==> src/rtl/psq_pkg.sv <==
// shared types, sizes and codes for the sorted priority queue
package psq_pkg;

    // number of cells in the chain
    localparam int DEPTH = 16;
    // width of the entry count, wide enough to hold DEPTH itself
    localparam int CNT_W = $clog2(DEPTH + 1);

    localparam int PRIO_W  = 8;
    localparam int TAG_W   = 16;
    localparam int BURST_W = 16;
    localparam int OCC_W   = 5;
    localparam int STAT_W  = 2;

    // input operation codes
    localparam logic FUNC_INSERT = 1'b0;
    localparam logic FUNC_REMOVE = 1'b1;

    // result status codes
    localparam logic [STAT_W-1:0] ST_OK    = 2'd0;
    localparam logic [STAT_W-1:0] ST_FULL  = 2'd1;
    localparam logic [STAT_W-1:0] ST_EMPTY = 2'd2;

    // one queue entry
    typedef struct packed {
        logic [BURST_W-1:0] burst;
        logic [TAG_W-1:0]   tag;
        logic [PRIO_W-1:0]  prio;
    } entry_t;

    // command broadcast to every cell
    typedef enum logic [1:0] {
        CMD_HOLD,
        CMD_INSERT,
        CMD_REMOVE
    } cell_cmd_t;

    // per-cell control from the top level
    typedef struct packed {
        cell_cmd_t cmd;
        logic      occupied;
    } cell_ctrl_t;

endpackage

==> src/rtl/psq_cell.sv <==
// one queue cell: holds an entry and shifts with its neighbors
module psq_cell (
    input  logic                clk,
    input  psq_pkg::cell_ctrl_t ctrl,
    input  psq_pkg::entry_t     new_entry,
    input  psq_pkg::entry_t     left_entry,
    input  psq_pkg::entry_t     right_entry,
    input  logic                left_lower,
    output psq_pkg::entry_t     entry,
    output logic                lower
);

    psq_pkg::entry_t entry_reg;
    psq_pkg::entry_t entry_next;

    // this slot is empty or holds a strictly lower priority than the new entry
    assign lower = !ctrl.occupied || (entry_reg.prio < new_entry.prio);

    // choose what the cell holds next
    always_comb
    begin
        entry_next = entry_reg;
        case (ctrl.cmd)
            psq_pkg::CMD_INSERT:
            begin
                if (left_lower)
                begin
                    entry_next = left_entry;
                end
                else if (lower)
                begin
                    entry_next = new_entry;
                end
            end
            psq_pkg::CMD_REMOVE:
            begin
                entry_next = right_entry;
            end
            default:
            begin
                entry_next = entry_reg;
            end
        endcase
    end

    // payload register
    always_ff @(posedge clk)
    begin
        entry_reg <= entry_next;
    end

    assign entry = entry_reg;

endmodule

==> src/rtl/priority_sorted_process_queue.sv <==
// top level of the sorted priority queue: cell chain, count and result register
//
//  channel  dir  tdata                                      tuser
//  s_axis   in   prio[7:0] tag[23:8] burst[39:24]           func[0]
//  m_axis   out  prio[7:0] tag[23:8] burst[39:24] occ[44:40] status[1:0]
//
// one request per cycle unless the result stalls; every cell compares against
// the new entry and shifts in the same cycle; the result shows the cycle after.
// reset empties the queue (count to zero) and drops any pending result.
// a stalled result holds in the output register; a new request is taken
// in the cycle that result leaves.
module priority_sorted_process_queue (
    input  logic        clk,
    input  logic        rst_n,
    input  logic        s_axis_tvalid,
    output logic        s_axis_tready,
    input  logic [39:0] s_axis_tdata,   // priority_req, process_tag, burst_time
    input  logic [0:0]  s_axis_tuser,   // func
    output logic        m_axis_tvalid,
    input  logic        m_axis_tready,
    output logic [47:0] m_axis_tdata,   // out_priority, out_tag, out_burst, occupancy
    output logic [1:0]  m_axis_tuser    // status
);

    localparam int N = psq_pkg::DEPTH;
    localparam int CW = psq_pkg::CNT_W;

    logic [CW-1:0] count_reg;
    logic [CW-1:0] count_next;

    logic                          out_valid_reg;
    logic                          out_valid_next;
    logic [psq_pkg::STAT_W-1:0]    out_status_reg;
    logic [psq_pkg::STAT_W-1:0]    out_status_next;
    psq_pkg::entry_t               out_entry_reg;
    psq_pkg::entry_t               out_entry_next;
    logic [psq_pkg::OCC_W-1:0]     out_occ_reg;

    psq_pkg::entry_t   new_entry;
    psq_pkg::entry_t   cell_entry [N];
    logic [N-1:0]      cell_lower;
    psq_pkg::cell_cmd_t cmd;
    logic              accept;
    logic              is_full;
    logic              is_empty;

    assign new_entry = s_axis_tdata;
    assign accept = s_axis_tvalid && s_axis_tready;
    assign s_axis_tready = !out_valid_reg || m_axis_tready;
    assign is_full = (count_reg == CW'(N));
    assign is_empty = (count_reg == '0);

    // decode the request into a chain command, status and new count
    always_comb
    begin
        cmd = psq_pkg::CMD_HOLD;
        count_next = count_reg;
        out_status_next = psq_pkg::ST_OK;
        out_entry_next = '0;
        if (accept)
        begin
            case (s_axis_tuser[0])
                psq_pkg::FUNC_INSERT:
                begin
                    if (is_full)
                    begin
                        out_status_next = psq_pkg::ST_FULL;
                    end
                    else
                    begin
                        cmd = psq_pkg::CMD_INSERT;
                        count_next = count_reg + CW'(1);
                    end
                end
                default:
                begin
                    if (is_empty)
                    begin
                        out_status_next = psq_pkg::ST_EMPTY;
                    end
                    else
                    begin
                        cmd = psq_pkg::CMD_REMOVE;
                        count_next = count_reg - CW'(1);
                        out_entry_next = cell_entry[0];
                    end
                end
            endcase
        end
    end

    // result valid flag
    always_comb
    begin
        out_valid_next = out_valid_reg;
        if (accept)
        begin
            out_valid_next = 1'b1;
        end
        else if (m_axis_tready)
        begin
            out_valid_next = 1'b0;
        end
    end

    // cell chain
    for (genvar i = 0; i < N; i++)
    begin : g_cell
        psq_pkg::cell_ctrl_t ctrl;
        psq_pkg::entry_t     left_e;
        psq_pkg::entry_t     right_e;
        logic                left_l;

        assign ctrl.cmd = cmd;
        assign ctrl.occupied = (CW'(i) < count_reg);

        if (i == 0)
        begin : g_head
            assign left_e = new_entry;
            assign left_l = 1'b0;
        end
        else
        begin : g_body
            assign left_e = cell_entry[i-1];
            assign left_l = cell_lower[i-1];
        end

        if (i == N - 1)
        begin : g_tail
            assign right_e = '0;
        end
        else
        begin : g_inner
            assign right_e = cell_entry[i+1];
        end

        psq_cell u_cell (
            .clk         (clk),
            .ctrl        (ctrl),
            .new_entry   (new_entry),
            .left_entry  (left_e),
            .right_entry (right_e),
            .left_lower  (left_l),
            .entry       (cell_entry[i]),
            .lower       (cell_lower[i])
        );
    end

    // control registers
    always_ff @(posedge clk or negedge rst_n)
    begin
        if (!rst_n)
        begin
            count_reg <= '0;
            out_valid_reg <= 1'b0;
        end
        else
        begin
            count_reg <= count_next;
            out_valid_reg <= out_valid_next;
        end
    end

    // result payload register
    always_ff @(posedge clk)
    begin
        if (accept)
        begin
            out_status_reg <= out_status_next;
            out_entry_reg <= out_entry_next;
            out_occ_reg <= psq_pkg::OCC_W'(count_next);
        end
    end

    assign m_axis_tvalid = out_valid_reg;
    assign m_axis_tuser = out_status_reg;
    assign m_axis_tdata = {3'b000, out_occ_reg, out_entry_reg};

    // count never goes past the number of cells
    a_count_range: assert property (@(posedge clk) disable iff (!rst_n)
        count_reg <= CW'(N))
        else $error("entry count above depth");

    // a remove on a non-empty queue returns the old head
    a_remove_head: assert property (@(posedge clk) disable iff (!rst_n)
        (accept && s_axis_tuser[0] == psq_pkg::FUNC_REMOVE && !is_empty)
        |=> (m_axis_tuser == psq_pkg::ST_OK
             && m_axis_tdata[39:0] == $past(cell_entry[0])))
        else $error("remove did not return head entry");

    // an insert on a full queue leaves the count alone and flags it
    a_full_drop: assert property (@(posedge clk) disable iff (!rst_n)
        (accept && s_axis_tuser[0] == psq_pkg::FUNC_INSERT && is_full)
        |=> (m_axis_tuser == psq_pkg::ST_FULL && $stable(count_reg)))
        else $error("full insert not dropped");

    // the two front entries stay in priority order
    a_sorted_front: assert property (@(posedge clk) disable iff (!rst_n)
        (count_reg >= CW'(2)) |-> (cell_entry[0].prio >= cell_entry[1].prio))
        else $error("queue front out of order");

endmodule

==> config.mk <==
export PLATFORM = sky130hd
export DESIGN_NAME = priority_sorted_process_queue
export DESIGN_NICKNAME = d
export VERILOG_FILES = /design/src/rtl/psq_pkg.sv /design/src/rtl/psq_cell.sv /design/src/rtl/priority_sorted_process_queue.sv
export SDC_FILE = /design/constraint.sdc
export NUM_CORES = 1
export LEC_CHECK = 0
export BUFFER_PORTS_ARGS = -buffer_cell sky130_fd_sc_hd__clkbuf_2
export CORE_MARGIN = 2
export CORE_UTILIZATION = 25
export DETAILED_ROUTE_END_ITERATION = 10
export PLACE_DENSITY_LB_ADDON = 0.25
export SLEW_MARGIN = 20
export SYNTH_ARGS = -nofsm -noshare
export SYNTH_HDL_FRONTEND = slang
export SYNTH_HIERARCHICAL = 1
export SYNTH_SLANG_ARGS = --single-unit
==> constraint.sdc <==
create_clock -name clk -period 7.8 [get_ports clk]
set_input_delay 1.56 -clock clk [delete_from_list [all_inputs] [get_ports clk]]
set_output_delay 1.56 -clock clk [all_outputs]
set_load 0.01 [all_outputs]
* Word level (Yosys, flattened, before mapping)
Cells that the tools add are included.
Cells by class: $add $sub $neg 2, multipliers 0, div/mod/pow operators 0, order comparisons 32, equal/unequal tests 19, shifts and indexed selects 0, muxes and demuxes 60, bitwise operators 1, reductions and logical operators 55
Operator list (count):
- 40-bit one-hot mux with 2 select lines | 16
- 40-bit 2-to-1 mux | 31
- 8-bit less-than comparator | 16
- 4-bit by 5-bit less-than comparator with 1-bit output, first input constant | 8
- 3-bit by 1-bit != test with 1-bit output, second input constant | 13
- 2-bit AND reduction | 16
- 3-bit by 5-bit less-than comparator with 1-bit output, first input constant | 4
- 5-bit 2-to-1 mux | 4
- 1-bit zero test | 17
- 1-bit logical OR | 17
- 1-bit by 5-bit less-than comparator with 1-bit output, first input constant | 2
- 2-bit by 5-bit less-than comparator with 1-bit output, first input constant | 2
- 2-bit 2-to-1 mux | 5
- 3-bit by 2-bit != test with 1-bit output, second input constant | 2
- 5-bit by 1-bit adder with 5-bit output, second input constant | 1
- 5-bit equality test, second input constant | 1
- 5-bit zero test | 1
- 5-bit by 1-bit subtractor with 5-bit output, second input constant | 1
- 1-bit 2-to-1 mux | 4
- 2-bit nonzero test | 2
- 2-bit by 1-bit equality test with 1-bit output, second input constant | 1
- 2-bit equality test, second input constant | 1
- 2-bit by 1-bit != test with 1-bit output, second input constant | 1
- 2-bit OR reduction | 1
- 2 further kinds | 2
Word-level totals: register bits 693, latch bits 0, bits in writable memories 0, ROM bits 0, input port bits 45, output and inout port bits 52, logic and storage cells 224, memories kept 0

* Longest topological paths before layout
Gate-level depths: netlist of run 1.
depth in word-level cells 7, depth in mapped cells 12, mapped depth without buffers 8

* Cells and area by module
Netlist of run 1, hierarchy kept.
Modules (own cells, without submodules):
- psq_cell at g_cell[0].u_cell ... | times used 9, cells an instance 203, area each 2244.7 sq um, seq. area each 1201.2 sq um
- psq_cell at g_cell[3].u_cell ... | times used 7, cells an instance 203, area each 2255.9 sq um, seq. area each 1201.2 sq um
- priority_sorted_process_queue | times used 1, cells an instance 185, area each 2358.5 sq um, seq. area each 1561.5 sq um

* Worst setup path before layout of run 1
OpenSTA, ideal clock, no wires.
kind input -> register, start point input m_axis_tready, end point register g_cell[0].u_cell.entry_reg, in the netlist g_cell[0].u_cell/entry[0], enable pin, library setup time 0.411 ns, arrival time 5.387 ns, required time 7.389 ns, path slack 2.002 ns, stages on the path 7, buffers on the path 1, cells stage by stage nand2b_1 -> clkbuf_1 -> nand2_1 -> inv_1 -> and2_1 -> xnor2_1 -> a21oi_2
On the way: cells in the longest elaborated chain, start to end 6, elaborated cells on any way between the ends 8, classes of those cells eq/ne (3); mux (1); reduce/logical (4)
Ends and longest elaborated chain:
- from (decl) | RTL line priority_sorted_process_queue.sv:20 | input logic m_axis_tready,
- 1-bit logical OR * | RTL line priority_sorted_process_queue.sv:49 | assign s_axis_tready = !out_valid_reg || m_axis_tready;
- named net s_axis_tready | RTL line priority_sorted_process_queue.sv:16 | output logic s_axis_tready,
- 1-bit logical AND * | RTL line priority_sorted_process_queue.sv:48 | assign accept = s_axis_tvalid && s_axis_tready;
- named net accept | RTL line priority_sorted_process_queue.sv:43 | logic accept;
- 2-bit 2-to-1 mux * | RTL line priority_sorted_process_queue.sv:60 | if (accept)
- named net cmd[0] | RTL line priority_sorted_process_queue.sv:42 | psq_pkg::cell_cmd_t cmd;
- 2-bit by 1-bit equality test with 1-bit output or 2-bit equality test (tied branches) | RTL line psq_cell.sv:23 | case (ctrl.cmd)
- 2-bit by 1-bit != test with 1-bit output (no line) or 2-bit nonzero test (tied branches)
- 2-bit AND reduction (no line) *
- to (signal assigned) | RTL line psq_cell.sv:49 | entry_reg <= entry_next;
- to (decl) | RTL line psq_cell.sv:13 | psq_pkg::entry_t entry_reg;
Mark *: on every way through the listed nets, which the timed path passes. The rest lies on a longest branch. A chain may end at the register's enable or synchronous reset.

* Final worst setup path of run 1
start point input s_axis_tuser, end point register g_cell[2].u_cell.entry_reg, in the netlist g_cell[2].u_cell/entry[27], enable pin
On the way: cells in the longest elaborated chain, start to end 5, elaborated cells on any way between the ends 7, classes of those cells eq/ne (3); mux (2); reduce/logical (2)
Ends and longest elaborated chain:
- from (decl) | RTL line priority_sorted_process_queue.sv:18 | input logic [0:0] s_axis_tuser,
- 2-bit 2-to-1 mux * | RTL line priority_sorted_process_queue.sv:62 | case (s_axis_tuser[0])
- 2-bit 2-to-1 mux * | RTL line priority_sorted_process_queue.sv:60
- named net cmd[1] | RTL line priority_sorted_process_queue.sv:42
- 2-bit by 1-bit equality test with 1-bit output or 2-bit equality test (tied branches) | RTL line psq_cell.sv:23
- 3-bit by 1-bit != test with 1-bit output (no line) or 2-bit nonzero test (tied branches)
- 2-bit AND reduction (no line) *
- to (signal assigned) | RTL line psq_cell.sv:49
- to (decl) | RTL line psq_cell.sv:13
Marked as above.

==> flow_summary_export.csv, run 1 <==
group,metric,value,unit
setup_path,rr_worst_depth,10,
logic_synthesis,syn_inst,3432,
sta,hold_slack,0.5215,ns
min_path,hp-start,"g_cell[15].u_cell/entry[23]$_DFFE_PP_",
route,drc_errors,0,
route,avgViaCountPerCell,4.463,
global_routing,grt_pass1_vias,24174,
power_and_ir_drop,power_frac_clock,28.3,%
route,drt-wirelength-per-cell,18.63,um
power_and_ir_drop,p_per_area,314.0,nW/um^2
route,drtIter0Drc,2124,
setup_path,regToRegSetupSlack,3.10,ns
sta,finalSetupViolCount,0,
route,routed_wl,103700,um
min_path,hold_path.class,"register to register",
power_and_ir_drop,p_leak,17.87,nW
final_layout,register_area,20780,um^2
clock_network,cts_num_sinks,693,
setup_path,critPathSlowestCell,"clkbuf_2",
min_path,holdPathStages,2,
final_layout,drive_above_1_share,10.04,%
die,fp.dieW,395.7,um
sta,hold_viol_final,0,
setup_path,r2r_start,"count_reg[1]$_DFF_PN0_",
logic_synthesis,yosys_warnings,6,
route,vias,24835,
final_layout,multi_input_area,16190,um^2
clock_network,cts_tree,"yes",
sta,fin_skew,0.01597,ns
final_layout,n_fill_cell,15849,
place,hpwl,74650,um
clock_network,path_clk_slew,0.05,ns
sta,finalMaxSlewViolations,0,
die,core_area,152100,um^2
clock_network,cts_made_buffers,79,
setup_path,critPathMostFrequentCell,"buf_4",
clock_network,post_cts_resized,0,
die,start_util,25.22,%
die,ioPinCount,97,
sta,worst_pin_slew,1.042,ns
power_and_ir_drop,switching_share,32.70,%
clock_network,cts_root_buf,"clkbuf_16",
sta,min_period_over_period,62.98,%
setup_path,r2r_end,"g_cell[2].u_cell/entry[27]$_DFFE_PP_",
setup_path,worstSetupPathType,"input pin to register",
route,drtPass1Iterations,5,
setup_path,cp_slowest_stage_delay,0.67,ns
sta,slew-limit-headroom,30.40,%
power_and_ir_drop,internal_power,9.212,mW
final_layout,synthToLayoutAreaGrowth,13.68,%
setup_path,crit_buf_inv,3,
setup_path,critPathRequiredTime,8.13,ns
place,io_buffers,93,
place,place_area,40950,um^2
power_and_ir_drop,power_switching,4.476,mW
setup_path,critPathLaunchType,"input pin",
clock_network,clk_latency,0.65,ns
global_routing,grt_usage,12.90,%
die,num_rows,143,
setup_path,crit_fanout,81,
logic_synthesis,netlist_area,38350,um^2
place,place.gp.congestion,0.7574,
clock_network,htree_levels,3,
setup_path,endpoint_kind,"register",
status,status,"complete, no violations",
final_layout,largest_reg_flops,640,
power_and_ir_drop,seqPwrFrac,43.6,%
global_routing,grt.overflow.total,0,
global_routing,grt_pass1_wl,158800,um
final_layout,antenna_cells,0,
route,antenna_left,0,
global_routing,antenna_found_initial,0,
power_and_ir_drop,comb_power_share,28.1,%
die,design.die.area,156500,um^2
final_layout,fin_area,43600,um^2
sta,fin_crit,4.913,ns
min_path,min_to,"g_cell[14].u_cell/entry[23]$_DFFE_PP_",
sta,clock.fmax,203.6,MHz
setup_path,arrival,5.24,ns
setup_path,crit_chain,"clkbuf_2, nand2_1, nor2_4, nor2b_4, buf_4, nor3b_1, a21oi_4, buf_4",
sta,fin_setup_tns,0,ns
flow_run,cap_viol_max_count,0,
final_layout,nets,3631,
setup_path,cp_top_family,"buffers and inverters",
die,die_h,395.7,um
global_routing,grt_max_degree,82,
logic_synthesis,avgSynthCellArea,11.17,um^2
clock_network,clk_path_buf_depth,3,
clock_network,hold_buffers,0,
power_and_ir_drop,peakVddDrop,0.0001778,V
clock_network,cts_setup_buffers,0,
setup_path,worst-path-stages,8,
sta,rsz0062_at_grt,"no",
cell usage in the layout, fill, tap and decap left out, types with 42 or more instances in the layout:
master     count
edfxtp_1     687
nand2_1      681
mux2i_1      640
o21ai_0      599
inv_1        120
ha_1         116
clkbuf_2      93
clkbuf_16     83
buf_4         62
o21ai_1       48
conb_1        44
and3_1        42
layout make-up:
cell class / count / area share, %
sequential: 693 / 47.67
inverter: 121 / 1.042
clock inverter: 53 / 1.223
timing repair buffer: 157 / 2.262
clock buffer: 93 / 4.850
tap: 2030 / 5.826
multi-input combinational: 2418 / 37.13
worst max path at each step:
stage	end	slack [ns]	from
detailed placement	g_cell[14].u_cell/entry[31]$_DFFE_PP_	2.20	s_axis_tuser
floorplan	g_cell[0].u_cell/entry[0]$_DFFE_PP_	2.00	m_axis_tready
CTS	g_cell[2].u_cell/entry[27]$_DFFE_PP_	2.91	s_axis_tuser
global placement	g_cell[14].u_cell/entry[29]$_DFFE_PP_	2.19	s_axis_tuser
finish	g_cell[2].u_cell/entry[27]$_DFFE_PP_	2.89	s_axis_tuser
global route	g_cell[2].u_cell/entry[27]$_DFFE_PP_	2.57	s_axis_tuser
per-stage QoR:
step / utilization [%] / setup WS [ns] / total power [mW] / instances
finish: 28.67 / 2.887 / 13.69 / 5565
global route: 28.67 / 2.574 / 14.48 / 5565
CTS: 28.67 / 2.908 / 13.83 / 5565
detailed placement: 26.92 / 2.200 / 9.904 / 5419
global placement: 26.89 / 2.192 / 9.836 / 5417
floorplan: - / 2.002 / 8.755 / 3475
tightest hold or removal path: cells and delay by family, from the launching register on:
family | cells | cell delay (ns)
AOI/OAI and AO/OA | 1 | 0.06
DFF | 1 | 0.32
and+or+nand+nor | 1 | 0.04
power groups by stage:
stage	sequential (mW)	combinational [mW]	clock (mW)
final	5.97	3.85	3.87
after floorplan	5.71	3.04	0
after CTS	5.96	3.87	3.99
after global placement	6.04	3.79	0
after global routing	6.06	4.30	4.12
after detailed placement	6.04	3.87	0
routing by layer:
layer / share of wire, % / global-route usage (%)
met5: 0 / 0
met4: 1.7 / 2.709
met3: 4.9 / 2.018
met2: 37 / 16.30
met1: 57 / 21.98
(Power assumes the default switching activity.)
==> run 2: changes to the inputs <==
==> constraint.sdc (replaced) <==
create_clock -name clk -period 4.9 [get_ports clk]
set_input_delay 0.98 -clock clk [delete_from_list [all_inputs] [get_ports clk]]
set_output_delay 0.98 -clock clk [all_outputs]
set_load 0.01 [all_outputs]
==> flow_summary_export.csv, run 2 (synthesis results as in run 1) <==
group,metric,value,unit
sta,fin_skew,0.01661,ns
sta,finalSetupViolCount,0,
route,drtPass1Iterations,5,
place,place.gp.congestion,0.7472,
clock_network,clk_latency,0.63,ns
place,hpwl,66100,um
die,core_area,152100,um^2
clock_network,cts_setup_buffers,0,
clock_network,post_cts_resized,0,
sta,slew-limit-headroom,35.80,%
place,io_buffers,93,
die,fp.dieW,395.7,um
final_layout,drive_above_1_share,9.847,%
power_and_ir_drop,p_per_area,488.0,nW/um^2
route,antenna_left,0,
setup_path,rr_worst_depth,10,
sta,hold_viol_final,0,
die,die_h,395.7,um
die,num_rows,143,
clock_network,path_clk_slew,0.06,ns
die,design.die.area,156500,um^2
setup_path,crit_chain,"inv_1, ha_1, or4b_1, nand2_1, nor2_4, buf_4, buf_4, nor2b_4, buf_4, o21ai_0",
route,drtIter0Drc,1629,
clock_network,hold_buffers,0,
route,avgViaCountPerCell,4.357,
sta,finalMaxSlewViolations,0,
global_routing,antenna_found_initial,8,
sta,fin_setup_tns,0,ns
setup_path,critPathSlowestCell,"dfrtp_1",
power_and_ir_drop,peakVddDrop,0.0003665,V
clock_network,htree_levels,3,
sta,hold_slack,0.1784,ns
clock_network,cts_tree,"yes",
setup_path,r2r_start,"count_reg[1]$_DFF_PN0_",
global_routing,grt_usage,11.50,%
route,vias,24244,
route,routed_wl,92370,um
final_layout,nets,3634,
clock_network,cts_made_buffers,81,
place,place_area,41050,um^2
final_layout,fin_area,43540,um^2
setup_path,critPathRequiredTime,5.23,ns
final_layout,final_common_cell,"edfxtp_1",
power_and_ir_drop,p_leak,17.83,nW
min_path,hold_path.class,"input pin to asynchronous set/reset pin",
sta,fin_crit,3.908,ns
global_routing,grt_pass1_vias,24160,
route,drt-wirelength-per-cell,16.60,um
sta,rsz0062_at_grt,"no",
global_routing,grt_max_degree,81,
die,ioPinCount,97,
sta,clock.fmax,255.9,MHz
final_layout,largest_reg_flops,640,
setup_path,crit_fanout,80,
setup_path,crit_buf_inv,4,
die,start_util,25.22,%
setup_path,r2r_end,"g_cell[14].u_cell/entry[19]$_DFFE_PP_",
global_routing,grt.overflow.total,0,
global_routing,grt_pass1_wl,145100,um
final_layout,final_cell_mix,"edfxtp_1 (687), nand2_1 (681), mux2i_1 (640), o21ai_0 (599), inv_1 (120)",
clock_network,clk_path_buf_depth,3,
setup_path,cp_top_family,"buffers and inverters",
setup_path,arrival,4.24,ns
clock_network,cts_num_sinks,693,
clock_network,cts_root_buf,"clkbuf_16",
sta,worst_pin_slew,0.9609,ns
setup_path,endpoint_kind,"register",
setup_path,critPathLaunchType,"register",
route,drc_errors,0,
sta,min_period_over_period,79.76,%
setup_path,regToRegSetupSlack,0.99,ns
flow_run,cap_viol_max_count,0,
setup_path,critPathMostFrequentCell,"buf_4",
final_layout,synthToLayoutAreaGrowth,13.54,%
status,status,"complete, no violations",
setup_path,cp_slowest_stage_delay,0.61,ns
setup_path,worstSetupPathType,"register to register",
## run 2: cell count changes in the layout (fill, tap and decap cells not counted), sizes merged
cell / before / now
buf: 64 / 65
bufinv: 11 / 4
clkbuf: 186 / 198
clkinv: 37 / 32
diode: 0 / 1
inv: 124 / 122
## run 2: area by class of cell
| cell class | instances | area [um^2] |
|---|---|---|
| diodes | 1 | 2.502 |
| repair buffers | 158 | 1091 |
| clock buffers | 105 | 2191 |
| clock inverters | 39 | 292.8 |
| inverters | 121 | 454.2 |
| multi-input cells | 2418 | 16190 |
| well taps | 2030 | 2540 |
| flip-flops and latches | 693 | 20780 |
| fillers | 15925 | 108500 |
## run 2: power by group
| group | switching [mW] | internal, mW | total [mW] |
|---|---|---|---|
| Clock | 2.44 | 3.35 | 5.78 |
| Sequential | 0.822 | 8.53 | 9.36 |
| Combinational | 3.59 | 2.51 | 6.11 |
| Total | 6.85 | 14.4 | 21.2 |
## run 2: worst max path at each step
stage | cells past startpoint | endpoint | start
2_1_floorplan | 7 | g_cell[0].u_cell/entry[0]$_DFFE_PP_ | m_axis_tready
3_3_place_gp | 9 | g_cell[10].u_cell/entry[22]$_DFFE_PP_ | s_axis_tdata[2]
3_5_place_dp | 10 | g_cell[5].u_cell/entry[25]$_DFFE_PP_ | s_axis_tdata[2]
4_1_cts | 10 | g_cell[15].u_cell/entry[31]$_DFFE_PP_ | count_reg[1]$_DFF_PN0_
5_1_grt | 10 | g_cell[14].u_cell/entry[19]$_DFFE_PP_ | count_reg[1]$_DFF_PN0_
6_report | 10 | g_cell[14].u_cell/entry[19]$_DFFE_PP_ | count_reg[1]$_DFF_PN0_
## run 2: metal layers
layer  routed length (um)  up-vias  share of wire [%]  global-route usage (%)
met1                47950    11240                 52                   17.16
met5                   77        -              0.083                       0
met2                38860      415                 42                   17.31
met4                 1413       12                1.5                   2.567
met3                 4067      110                4.4                   1.874
li1                     -    12467                  -                       -
## run 2: stage by stage
stage / utilization (%) / total power, mW / setup WS (ns) / std cells
floorplan: - / 13.97 / 0.03269 / 3475
global placement: 26.99 / 15.52 / 0.5688 / 5420
detailed placement: 26.99 / 15.66 / 0.5811 / 5420
CTS: 28.63 / 21.57 / 1.013 / 5564
global route: 28.63 / 22.58 / 0.7759 / 5565
finish: 28.63 / 21.25 / 0.9916 / 5565
